File: config.mk
export PLATFORM = sky130hd
export DESIGN_NAME = rvm_rf
export DESIGN_NICKNAME = d
export VERILOG_FILES = /design/src/register_vm_execute_unit_defines.svh /design/src/rvm_pkg.sv /design/src/rvm_rf.sv
export SDC_FILE = /design/constraint.sdc
export NUM_CORES = 2
export LEC_CHECK = 0
export ABC_CLOCK_PERIOD_IN_PS = 4500
export BUFFER_PORTS_ARGS = -buffer_cell sky130_fd_sc_hd__buf_4
export CORE_ASPECT_RATIO = 0.8
export CORE_MARGIN = 8
export CORE_UTILIZATION = 57
export DETAILED_ROUTE_END_ITERATION = 7
export PLACE_DENSITY = 0.76
export SYNTH_ARGS = -nofsm -noshare
export SYNTH_HDL_FRONTEND = slang
export SYNTH_SLANG_ARGS = --single-unit
File: constraint.sdc
create_clock -name i_clk -period 4.5 [get_ports i_clk]
set_clock_uncertainty 0.15 [all_clocks]
set_input_delay 0.225 -clock i_clk [delete_from_list [all_inputs] [get_ports i_clk]]
set_output_delay 0.225 -clock i_clk [all_outputs]
set_load 0.01 [all_outputs]
File: src/register_vm_execute_unit_defines.svh
// Assertion macros shared by the execute unit modules.
// Needs i_clk and i_rst_n in the module that expands them.
`ifndef REGISTER_VM_EXECUTE_UNIT_DEFINES_SVH
`define REGISTER_VM_EXECUTE_UNIT_DEFINES_SVH

// property must hold at every clock edge outside reset
`define RVM_CHECK(lbl, prop, msg) \
    lbl: assert property (@(posedge i_clk) disable iff (!i_rst_n) (prop)) else $error(msg);

// condition must never be true outside reset
`define RVM_NEVER(lbl, cond, msg) \
    lbl: assert property (@(posedge i_clk) disable iff (!i_rst_n) !(cond)) else $error(msg);

`endif

File: src/rvm_pkg.sv
// Shared types, opcodes, status codes and register indexes of the execute unit.
// No dependencies.
package rvm_pkg;

    localparam int REG_COUNT_DEF = 32;
    localparam int MEM_WORDS_DEF = 1024;
    localparam int STEP_WORDS    = 4;
    localparam int EPOCH_W       = 8;
    localparam int CFG_IDX_W     = 2;
    localparam int CFG_DATA_W    = 16;

    localparam logic [CFG_IDX_W-1:0] CFG_CODE_SIZE = 2'd0;
    localparam logic [CFG_IDX_W-1:0] CFG_MEM_SIZE  = 2'd1;
    localparam logic [CFG_IDX_W-1:0] CFG_PRIV      = 2'd2;

    localparam logic [4:0] OP_HALT    = 5'd0;
    localparam logic [4:0] OP_ADD     = 5'd1;
    localparam logic [4:0] OP_SUB     = 5'd2;
    localparam logic [4:0] OP_MUL     = 5'd3;
    localparam logic [4:0] OP_DIV     = 5'd4;
    localparam logic [4:0] OP_MOV     = 5'd5;
    localparam logic [4:0] OP_MOVI    = 5'd6;
    localparam logic [4:0] OP_DBGDUMP = 5'd7;
    localparam logic [4:0] OP_WRMEM   = 5'd8;
    localparam logic [4:0] OP_LOAD    = 5'd9;
    localparam logic [4:0] OP_JMP     = 5'd10;
    localparam logic [4:0] OP_JEQ     = 5'd11;
    localparam logic [4:0] OP_JNEQ    = 5'd12;
    localparam logic [4:0] OP_JGT     = 5'd13;
    localparam logic [4:0] OP_JLT     = 5'd14;
    localparam logic [4:0] OP_CMP     = 5'd15;
    localparam logic [4:0] OP_SETNE   = 5'd16;
    localparam logic [4:0] OP_SETGE   = 5'd17;
    localparam logic [4:0] OP_SETLE   = 5'd18;

    localparam logic [2:0] STS_RUN     = 3'd0;
    localparam logic [2:0] STS_EXIT    = 3'd1;
    localparam logic [2:0] STS_BADREG  = 3'd2;
    localparam logic [2:0] STS_BADADDR = 3'd3;
    localparam logic [2:0] STS_BADJMP  = 3'd4;
    localparam logic [2:0] STS_PRIV    = 3'd5;
    localparam logic [2:0] STS_BADCALL = 3'd6;
    localparam logic [2:0] STS_BADOP   = 3'd7;

    localparam logic [2:0] PRIV_NO_DEBUG = 3'd4;

    typedef struct packed {
        logic [4:0]  mode;
        logic [63:0] arg_first;
        logic [63:0] arg_second;
        logic [63:0] arg_third;
    } t_in_item;

    typedef struct packed {
        logic [15:0] next_pc;
        logic [2:0]  status;
        logic        debug_valid;
        logic [4:0]  debug_reg;
        logic [63:0] debug_value;
    } t_out_item;

    typedef struct packed {
        logic start;
        logic is_div;
    } t_md_req;

    typedef struct packed {
        logic        we;
        logic [7:0]  idx;
        logic [63:0] data;
    } t_rf_wr;

    typedef struct packed {
        logic        we;
        logic        re;
        logic [15:0] addr;
        logic [63:0] wdata;
    } t_dm_req;

endpackage

File: src/rvm_rf.sv
// Register file: two registered read ports, one write port, valid bits for reset.
// Depends on rvm_pkg.
module rvm_rf
    import rvm_pkg::*;
#(
    parameter int REG_COUNT = REG_COUNT_DEF,
    localparam int RIW = (REG_COUNT > 2) ? $clog2(REG_COUNT) : 1
) (
    input  logic           i_clk,
    input  logic           i_rst_n,
    input  logic           i_re,
    input  logic [RIW-1:0] i_ra,
    input  logic [RIW-1:0] i_rb,
    input  t_rf_wr         i_wr,
    output logic [63:0]    o_qa,
    output logic [63:0]    o_qb
);

    logic [63:0]          mem [REG_COUNT];
    logic [REG_COUNT-1:0] r_valid;
    logic [63:0]          r_qa;
    logic [63:0]          r_qb;
    logic                 r_va;
    logic                 r_vb;

    always_ff @(posedge i_clk) begin
        if (i_wr.we) begin
            mem[i_wr.idx[RIW-1:0]] <= i_wr.data;
        end
        if (i_re) begin
            r_qa <= mem[i_ra];
            r_qb <= mem[i_rb];
        end
    end

    always_ff @(posedge i_clk) begin
        if (!i_rst_n) begin
            r_valid <= '0;
            r_va    <= 1'b0;
            r_vb    <= 1'b0;
        end else begin
            if (i_wr.we) begin
                r_valid[i_wr.idx[RIW-1:0]] <= 1'b1;
            end
            if (i_re) begin
                r_va <= r_valid[i_ra];
                r_vb <= r_valid[i_rb];
            end
        end
    end

    assign o_qa = r_va ? r_qa : '0;
    assign o_qb = r_vb ? r_qb : '0;

endmodule

==> results.toml <==
[outcome]
outcome = "finished, final reports clean"

[synthesis]
async_flop_share = 0
synth_top_area_cell = "edfxtp_1"
netlist_top_cells_area = "edfxtp_1 66%, mux4_2 28%, mux2_2 1.5%"
yosysWarnings = 0
ys_ff_latch = 2210
netlist_area_um2 = 99700
seq_area_frac_synth = 0.662
syn_inst = 4322
synth_edf_count = 2176
synth.avg_cell_area_um2 = 23.1
syn_nets = 4408
synth.most_common_cell = "edfxtp_1"
ys.flop_type = "edfxtp_1"
synth_common_cells = "2,176 x edfxtp_1, 1,230 x mux4_2, 179 x clkbuf_1"
synth_top_area_frac = 0.655
ys_types = 36

[routing]
top_layer = "met5"
drtIter0Drc = 8192
wl_met3_mm = 34.9
dr.pass1.iters = 6
ant_nets = 0
route.met2.wl_mm = 136
wire_per_inst_um = 39.4
wirelength_mm = 281
via_per_inst = 7.42
drc_errors = 0
wl_met1_mm = 99.1
vias = 52948

[layout]
area_delta_synth_final_pct = 13.3
layout.nets = 4747
drive_gt1_frac = 0.435
fill_cells = 10896
stdcell_area_um2 = 113000

[timing]
fmax_ghz = 0.324
finalCritPeriodShare = 0.686
finalHoldViolations = 0
maxSlewViolCount = 0
rsz0062_at_grt = "false"
setup_tns_ns = 0
tightest_slew_ns = 1.27
relSlewSlack = 0.149
setup_viol = 0
min_period_ns = 3.09

[die]
ios = 214
initial_core_util = 0.573
die_w_um = 484
dieArea_um2 = 189000
coreArea_um2 = 174000
die_h_um = 390
rows = 137

[clock_network]
root_buffer = "clkbuf_16"
cts_buffers = 207
h-tree-depth = 4
cts_resized = 0
cts.sinks = 2210
clockBufferDepth = 3
clock_latency_ns = 0.83
clk_pin_slew_ns = 0.06
cts_tree = "yes"

[placed_design]
placed_cell_area_um2 = 105000
gp_congestion = 0.791
dp_hpwl_mm = 150
io_buffers = 210

[worst_setup_path]
crit_path_start = "r_vb$_SDFFE_PN0P_"
crit_fanout = 41
worstSetupPathType = "flop to output pin"
worst_r2r_path_depth = 3
r2r-start = "mem[27][58]$_DFFE_PP_"
crit_path_end_kind = "output pin"
reg2reg_to = "r_qa[58]$_DFFE_PP_"
crit_required_ns = 4.12
endpoint = "o_qb[17]"
critPathLaunchType = "flop"
arrival_ns = 2.71
reg2reg_slack_ns = 2.33

[global_routing]
grt_pass1_vias = 54465
antenna_found_initial = 16
grt_max_degree = 78
grt_overflow = 0
grt_usage = 0.296
grt_pass1_wl_mm = 401

[worst_hold_path]
hold_class = "primary input to flop"

[pwr]
ir_worst_vdd_mv = 0.419
p_leak_nw = 35.7
powerDensity_nw_per_um2 = 395

[flow_run]
drv_cap = 0
flip-flops by register name (all words and copies together), names as in the netlist:
register	flops
r_valid	32
r_qb	64
r_vb	1
r_va	1
r_qa	64
mem	2048
worst min path at each step:
stage,start,endpoint,slack [ns],cells past startpoint
after CTS,i_ra[0],r_qa[25]$_DFFE_PP_,0.02,3
after floorplan,i_wr[0],mem[0][0]$_DFFE_PP_,0.17,0
after detailed placement,r_valid[10]$_SDFFE_PN0P_,r_valid[10]$_SDFFE_PN0P_,0.32,1
final,i_ra[0],r_qa[25]$_DFFE_PP_,0.08,3
after global routing,i_re,r_qb[58]$_DFFE_PP_,0.07,1
after global placement,r_valid[2]$_SDFFE_PN0P_,r_valid[2]$_SDFFE_PN0P_,0.31,1
cell type report:
type / count / area (um2) / share of cell area
diodes: 9 / 22.5 / 0.000199
repair buffers: 464 / 4730 / 0.0418
clock buffers: 258 / 5490 / 0.0485
well taps: 2293 / 2870 / 0.0254
clock inverters: 127 / 1410 / 0.0125
flip-flops and latches: 2210 / 66000 / 0.584
inverters: 2 / 7.51 / 0.0000664
multi-input cells: 1776 / 32500 / 0.287
placed cells by master, fill, tap and decap left out, types with 5 or more instances in the layout:
cell type | synthesis | layout
a21o_1 | 18 | 18
a221o_1 | 23 | 23
and2_1 | 132 | 132
buf_12 | 0 | 79
buf_4 | 19 | 303
buf_8 | 0 | 8
bufinv_16 | 0 | 27
clkbuf_1 | 179 | 43
clkbuf_16 | 0 | 210
clkbuf_8 | 0 | 7
clkinv_1 | 1 | 39
clkinv_2 | 0 | 39
clkinvlp_4 | 0 | 8
dfxtp_1 | 34 | 32
diode_2 | 0 | 9
dlygate4sd3_1 | 0 | 71
edfxtp_1 | 2176 | 2176
mux2_2 | 133 | 133
mux2i_1 | 90 | 90
mux4_2 | 1230 | 1230
nand2_1 | 6 | 6
nand3b_1 | 5 | 5
nor2_4 | 0 | 33
o21a_1 | 33 | 33
o22ai_1 | 42 | 42
cells by family (layout without fill, tap and decap cells):
group                  Yosys count  after routing  share of synthesized area
multiplexers                  1453           1453                      0.302
flip-flops                    2210           2210                      0.662
other                            0              9                          0
AND/OR/NAND/NOR                197            197                     0.0114
buffers and inverters          336            851                     0.0150
AO/OA/AOI/OAI                  126            126                    0.00961
critical path, cell delays in order, from the launching register on:
cell,delay [ns]
dfxtp_4,0.88
buf_4,0.49
and2_1,0.32
buf_4,0.17
where the power goes:
group	switching [mW]	leakage [nW]	internal [mW]
registers	0.184	20.0	23.0
logic	1.83	12.4	1.71
clock network	7.74	3.36	10.2
stage by stage:
stage                     power, mW  instances  setup WS [ns]  hold WS [ns]   util
after floorplan                25.8       4322          0.270         0.174      -
after CTS                      44.8       7130           1.29        0.0224  0.649
after global routing           45.7       7134           1.33        0.0673  0.649
after detailed placement       27.1       6674           1.36         0.322  0.606
after global placement         27.0       6674           1.37         0.311  0.606
final                          44.7       7139           1.41        0.0771  0.650
routing by layer:
metal,vias to the layer above,GRT usage
li1,19997,-
met1,28304,0.409
met2,3969,0.475
met3,674,0.0671
met4,4,0.104
met5,-,0
repair_timing:
| action | in CTS | in global routing |
|---|---|---|
| endpoints found under the hold margin | 2105 | 0 |
| setup buffers | 0 | 0 |
| hold buffers | 71 | 0 |
Note: power is estimated with default switching activity, not from simulation.
