==> src/register_vm_execute_unit_defines.svh <==
// Assertion macros shared by the execute unit modules.
// Needs i_clk and i_rst_n in the module that expands them.
`ifndef REGISTER_VM_EXECUTE_UNIT_DEFINES_SVH
`define REGISTER_VM_EXECUTE_UNIT_DEFINES_SVH

// property must hold at every clock edge outside reset
`define RVM_CHECK(lbl, prop, msg) \
    lbl: assert property (@(posedge i_clk) disable iff (!i_rst_n) (prop)) else $error(msg);

// condition must never be true outside reset
`define RVM_NEVER(lbl, cond, msg) \
    lbl: assert property (@(posedge i_clk) disable iff (!i_rst_n) !(cond)) else $error(msg);

`endif

==> src/rvm_pkg.sv <==
// Shared types, opcodes, status codes and register indexes of the execute unit.
// No dependencies.
package rvm_pkg;

    localparam int REG_COUNT_DEF = 32;
    localparam int MEM_WORDS_DEF = 1024;
    localparam int STEP_WORDS    = 4;
    localparam int EPOCH_W       = 8;
    localparam int CFG_IDX_W     = 2;
    localparam int CFG_DATA_W    = 16;

    localparam logic [CFG_IDX_W-1:0] CFG_CODE_SIZE = 2'd0;
    localparam logic [CFG_IDX_W-1:0] CFG_MEM_SIZE  = 2'd1;
    localparam logic [CFG_IDX_W-1:0] CFG_PRIV      = 2'd2;

    localparam logic [4:0] OP_HALT    = 5'd0;
    localparam logic [4:0] OP_ADD     = 5'd1;
    localparam logic [4:0] OP_SUB     = 5'd2;
    localparam logic [4:0] OP_MUL     = 5'd3;
    localparam logic [4:0] OP_DIV     = 5'd4;
    localparam logic [4:0] OP_MOV     = 5'd5;
    localparam logic [4:0] OP_MOVI    = 5'd6;
    localparam logic [4:0] OP_DBGDUMP = 5'd7;
    localparam logic [4:0] OP_WRMEM   = 5'd8;
    localparam logic [4:0] OP_LOAD    = 5'd9;
    localparam logic [4:0] OP_JMP     = 5'd10;
    localparam logic [4:0] OP_JEQ     = 5'd11;
    localparam logic [4:0] OP_JNEQ    = 5'd12;
    localparam logic [4:0] OP_JGT     = 5'd13;
    localparam logic [4:0] OP_JLT     = 5'd14;
    localparam logic [4:0] OP_CMP     = 5'd15;
    localparam logic [4:0] OP_SETNE   = 5'd16;
    localparam logic [4:0] OP_SETGE   = 5'd17;
    localparam logic [4:0] OP_SETLE   = 5'd18;

    localparam logic [2:0] STS_RUN     = 3'd0;
    localparam logic [2:0] STS_EXIT    = 3'd1;
    localparam logic [2:0] STS_BADREG  = 3'd2;
    localparam logic [2:0] STS_BADADDR = 3'd3;
    localparam logic [2:0] STS_BADJMP  = 3'd4;
    localparam logic [2:0] STS_PRIV    = 3'd5;
    localparam logic [2:0] STS_BADCALL = 3'd6;
    localparam logic [2:0] STS_BADOP   = 3'd7;

    localparam logic [2:0] PRIV_NO_DEBUG = 3'd4;

    typedef struct packed {
        logic [4:0]  mode;
        logic [63:0] arg_first;
        logic [63:0] arg_second;
        logic [63:0] arg_third;
    } t_in_item;

    typedef struct packed {
        logic [15:0] next_pc;
        logic [2:0]  status;
        logic        debug_valid;
        logic [4:0]  debug_reg;
        logic [63:0] debug_value;
    } t_out_item;

    typedef struct packed {
        logic start;
        logic is_div;
    } t_md_req;

    typedef struct packed {
        logic        we;
        logic [7:0]  idx;
        logic [63:0] data;
    } t_rf_wr;

    typedef struct packed {
        logic        we;
        logic        re;
        logic [15:0] addr;
        logic [63:0] wdata;
    } t_dm_req;

endpackage

==> src/rvm_muldiv.sv <==
// Shared multi-cycle multiply (32x32 partial products) and restoring divide.
// Depends on rvm_pkg.
module rvm_muldiv
    import rvm_pkg::*;
(
    input  logic        i_clk,
    input  logic        i_rst_n,
    input  t_md_req     i_req,
    input  logic [63:0] i_x,
    input  logic [63:0] i_y,
    output logic        o_busy,
    output logic        o_done,
    output logic [63:0] o_result
);

    logic        r_busy;
    logic        r_done;
    logic        r_is_div;
    logic [5:0]  r_cnt;
    logic [63:0] r_x;
    logic [63:0] r_y;
    logic [63:0] r_rem;
    logic [63:0] r_quo;
    logic [63:0] r_prod;
    logic [63:0] r_acc;
    logic [63:0] r_res;

    logic [31:0] mul_a;
    logic [31:0] mul_b;
    logic [64:0] shifted;
    logic [64:0] diff;
    logic [63:0] n_rem;
    logic [63:0] n_quo;

    always_comb begin
        case (r_cnt[1:0])
            2'd0: begin
                mul_a = r_x[31:0];
                mul_b = r_y[31:0];
            end
            2'd1: begin
                mul_a = r_x[31:0];
                mul_b = r_y[63:32];
            end
            default: begin
                mul_a = r_x[63:32];
                mul_b = r_y[31:0];
            end
        endcase
        shifted = {r_rem, r_quo[63]};
        diff    = shifted - {1'b0, r_y};
        if (!diff[64]) begin
            n_rem = diff[63:0];
            n_quo = {r_quo[62:0], 1'b1};
        end else begin
            n_rem = shifted[63:0];
            n_quo = {r_quo[62:0], 1'b0};
        end
    end

    always_ff @(posedge i_clk) begin
        if (i_req.start) begin
            r_x   <= i_x;
            r_y   <= i_y;
            r_rem <= '0;
            r_quo <= i_x;
        end else if (r_busy) begin
            if (r_is_div) begin
                r_rem <= n_rem;
                r_quo <= n_quo;
                if (r_cnt == 6'd63) begin
                    r_res <= (r_y == '0) ? '0 : n_quo;
                end
            end else begin
                r_prod <= mul_a * mul_b;
                case (r_cnt[1:0])
                    2'd0: r_acc <= r_acc;
                    2'd1: r_acc <= r_prod;
                    default: r_acc <= r_acc + {r_prod[31:0], 32'd0};
                endcase
                if (r_cnt[1:0] == 2'd3) begin
                    r_res <= r_acc + {r_prod[31:0], 32'd0};
                end
            end
        end
    end

    always_ff @(posedge i_clk) begin
        if (!i_rst_n) begin
            r_busy   <= 1'b0;
            r_done   <= 1'b0;
            r_is_div <= 1'b0;
            r_cnt    <= '0;
        end else begin
            r_done <= 1'b0;
            if (i_req.start) begin
                r_busy   <= 1'b1;
                r_is_div <= i_req.is_div;
                r_cnt    <= '0;
            end else if (r_busy) begin
                r_cnt <= r_cnt + 6'd1;
                if ((r_is_div && r_cnt == 6'd63) || (!r_is_div && r_cnt == 6'd3)) begin
                    r_busy <= 1'b0;
                    r_done <= 1'b1;
                end
            end
        end
    end

    assign o_busy   = r_busy;
    assign o_done   = r_done;
    assign o_result = r_res;

    `include "register_vm_execute_unit_defines.svh"

    `RVM_NEVER(a_md_restart, i_req.start && r_busy, "start while busy")
    `RVM_CHECK(a_md_done_idle, r_done |-> !r_busy, "done while still busy")

endmodule

==> config.mk <==
export PLATFORM = sky130hd
export DESIGN_NAME = rvm_muldiv
export DESIGN_NICKNAME = d
export VERILOG_FILES = /design/src/rvm_pkg.sv /design/src/rvm_muldiv.sv
export VERILOG_INCLUDE_DIRS = /design/src /design/src/src
export SDC_FILE = /design/constraint.sdc
export NUM_CORES = 2
export LEC_CHECK = 0
export BUFFER_PORTS_ARGS = -buffer_cell sky130_fd_sc_hd__buf_2
export CORE_ASPECT_RATIO = 1.2
export CORE_MARGIN = 3
export CORE_UTILIZATION = 30
export CTS_CLUSTER_DIAMETER = 30
export CTS_CLUSTER_SIZE = 24
export DETAILED_ROUTE_END_ITERATION = 10
export MAX_ROUTING_LAYER = met4
export PLACE_DENSITY = 0.56
export SYNTH_ARGS = -nofsm -noshare
export SYNTH_HDL_FRONTEND = slang
export SYNTH_SLANG_ARGS = --single-unit
==> constraint.sdc <==
create_clock -name i_clk -period 10.87 [get_ports i_clk]
set_clock_uncertainty 0.1 [all_clocks]
set_input_delay 0.5435 -clock i_clk [delete_from_list [all_inputs] [get_ports i_clk]]
set_output_delay 0.5435 -clock i_clk [all_outputs]
set_load 0.01 [all_outputs]
==> summary.txt <==
Status
  – Status: finished clean

Global routing
  – Initial antenna violation count: 8
  – Remaining global-route overflow: 0
  – Total track usage: 0.219
  – First-pass GRT wire length: approximately 300000 µm
  – Number of global-route vias before repair: around 45000
  – Largest net degree at the start of global routing: 70

Drt
  – Wire per inst: about 24 µm
  – DRC viols: 0
  – DRT antenna net count: 0
  – Routed wire length: between 200000 and 250000 µm
  – Pre-antenna DRT Iters: 6
  – Via density per instance: about 5.1
  – Initial DRC Count: between 3000 and 4000
  – Routed via count: approximately 43000

Final layout
  – Cell Count, Final, Fillers Out: 8450
  – Commonest cells after routing, fill and taps aside: inv_1, fa_1, nor2_1
  – Layout Nets: between 7000 and 8000
  – Synthesis-to-finish area growth: 15.6%
  – Most common cell after layout, fill and taps aside: inv_1
  – Layout cells sized above 1: 0.107

Critical path
  – Startpoint types: flop
  – Setup Crit Path Kind: reg -> reg
  – Reg2reg setup slack: a little under 0.2 ns
  – CP arrival: ~11 ns
  – CP required: 11.21 ns
  – Worst Path Max Fanout: 28
  – Crit. End Element: flop

Yosys
  – Synthesized net count: 7058
  – Synth Instances: 5666
  – Synth async-reset ratio: 0
  – Mean Syn Cell Area: 9.66 µm²
  – Register area share after synthesis: 0.237
  – Mapped Area: 54800 µm²
  – Synth warn: 0
  – Post-synth EDFFs: between 300 and 400
  – #FFs+latches synth: around 460
  – Distinct cell type count after synthesis: just under 80
  – Ys flop type: edfxtp_1

Floorplanning
  – Full die area: approximately 190000 µm²
  – Ports: 198
  – Site Rows: 171
  – Initial core utilization: 0.302
  – Core area: between 150000 and 200000 µm²
  – Die X: 396 µm
  – Chip height: ~470 µm

Timing
  – Worst-Margin Slew: ~1.2 ns
  – Setup TNS: 0 ns
  – Max-slew headroom: 0.213
  – Final Hold Fails: 0
  – RSZ-0062 raised after global routing: no
  – Fin crit share: 0.982
  – Max Slew Vio Count: 0
  – Setup violations, final: 0
  – Final min period: between 10 and 15 ns
  – Max Clk Rate: 0.0937 GHz

Clock tree
  – Clk buf depth: 3
  – Clk sinks: about 460
  – Post-CTS Hold Buffers: 126
  – Post-CTS sizing: 0
  – CTS root buf: clkbuf_16
  – CTS Buf Count: between 80 and 90
  – CTS tree: yes
  – Clk slew on worst S/H paths: 0.06 ns
  – H-tree depth: 3
  – Later-pin clock latency in the skew report: around 0.70 ns
  – Post-CTS Setup Inserts: 0

Placement
  – DP Cell Count: 8169
  – IO buf count: between 150 and 200
  – Final HPWL DP: roughly 160000 µm
  – Placer congestion estimate: between 1 and 1.5

Hold path
  – Min-Delay Path Class: in -> reg

Run
  – Max-cap check violation count: 0
[kinds of logic (layout without fill, tap and decap cells)]
kind of cell	Yosys count	after routing	share of synthesized area
other	0	2	0
XOR/XNOR	144	144	0.0230
AO/OA/AOI/OAI	766	766	0.0883
buffers and inverters	1239	1599	0.0857
flip-flops	457	457	0.237
AND/OR/NAND/NOR	1651	1651	0.125
adder cells (fa/ha/maj)	1260	1260	0.411
multiplexers	149	149	0.0295
[metrics by stage]
| stage | setup WS [ns] | hold slack (ns) | cell area [µm²] | util |
|---|---|---|---|---|
| 6_report | 0.195 | 0.0351 | 63300 | 0.349 |
| 5_1_grt | 0.0185 | 0.00417 | 63300 | 0.349 |
| 4_1_cts | 0.436 | 0.00142 | 63300 | 0.349 |
| 3_5_place_dp | 0.499 | 0.367 | 59200 | 0.327 |
| 3_3_place_gp | 0.524 | 0.356 | 59200 | 0.327 |
| 2_1_floorplan | 1.10 | 0.343 | 54800 | - |
[sequential cells by signal (all words and copies together), names as in the netlist]
signal	cells
o_result	64
r_quo	64
r_rem	64
r_cnt	6
r_x	64
o_busy	1
o_done	1
r_y	64
r_is_div	1
r_prod	64
r_acc	64
[final timing paths]
path | start | to | depth (start not counted)
worst min register to register | r_rem[60]$_SDFFE_PP0P_ | r_rem[60]$_SDFFE_PP0P_ | 2
worst max register to register | r_cnt[0]$_SDFFE_PP0P_ | r_prod[53]$_DFFE_PP_ | 27
worst max-delay path | r_cnt[0]$_SDFFE_PP0P_ | r_prod[53]$_DFFE_PP_ | 27
worst min-delay path | i_x[20] | r_x[20]$_DFFE_PP_ | 1
[layer usage]
metal | track usage | up-vias | routed length (µm)
met4 | 0.133 | 0 | 15000
met2 | 0.356 | 1862 | 95600
li1 | - | 18600 | -
met1 | 0.257 | 22000 | 76100
met5 | - | - | 0
met3 | 0.0334 | 551 | 13900
[synthesized netlist by cell type (33+ instances only)]
master    count  area [µm²]
dfxtp_1      73        1460
a22o_1       33         289
o21ai_1      60         300
o21ai_0     179         896
and2_1       47         294
ha_1        362        4530
nand2_1     678        2540
mux2_2       98        1100
nand4_1      37         231
fa_1        898       18000
nor3_1       34         170
clkbuf_1    228         856
xor2_1       59         517
o21a_1       48         360
inv_1       982        3690
nor2_1      703        2640
a21oi_1     184         921
edfxtp_1    384       11500
o21bai_1     35         263
a21o_1       90         676
mux2i_1      51         510
xnor2_1      85         744
[area by class of cell]
cell class / count / area, µm²
fill: 18400 / 118000
multi-input combinational: 3970 / 37300
inverter: 983 / 3690
timing repair buffer: 463 / 3380
clock buffer: 91 / 2140
sequential: 457 / 13000
antenna: 2 / 5.00
tap: 2422 / 3030
clock inverter: 62 / 721
[worst max-delay path, cell delays in order, from the launching register on]
cell       delay, ns
dfxtp_1         0.49
inv_1           0.08
ha_1            0.25
nor2_4          0.15
buf_12          0.25
mux2i_2         0.89
buf_4           0.45
nor2_1          0.13
fa_1            0.55
inv_1           0.05
fa_1            0.49
fa_1            0.48
fa_1            0.58
inv_1           0.06
fa_1            0.49
fa_1            0.60
fa_1            0.46
fa_1            0.49
ha_1            0.46
nand4_1         0.25
a2111oi_0       0.85
o21ai_0         0.19
nand4b_1        0.31
nor2_1          0.13
o31ai_1         0.62
a31oi_1         0.22
nor3_1          0.23
nor2b_1         0.09
Power is left out: the tool's default activity adds up to more than one toggle a clock period on the data nets, which glitch-free logic cannot reach.
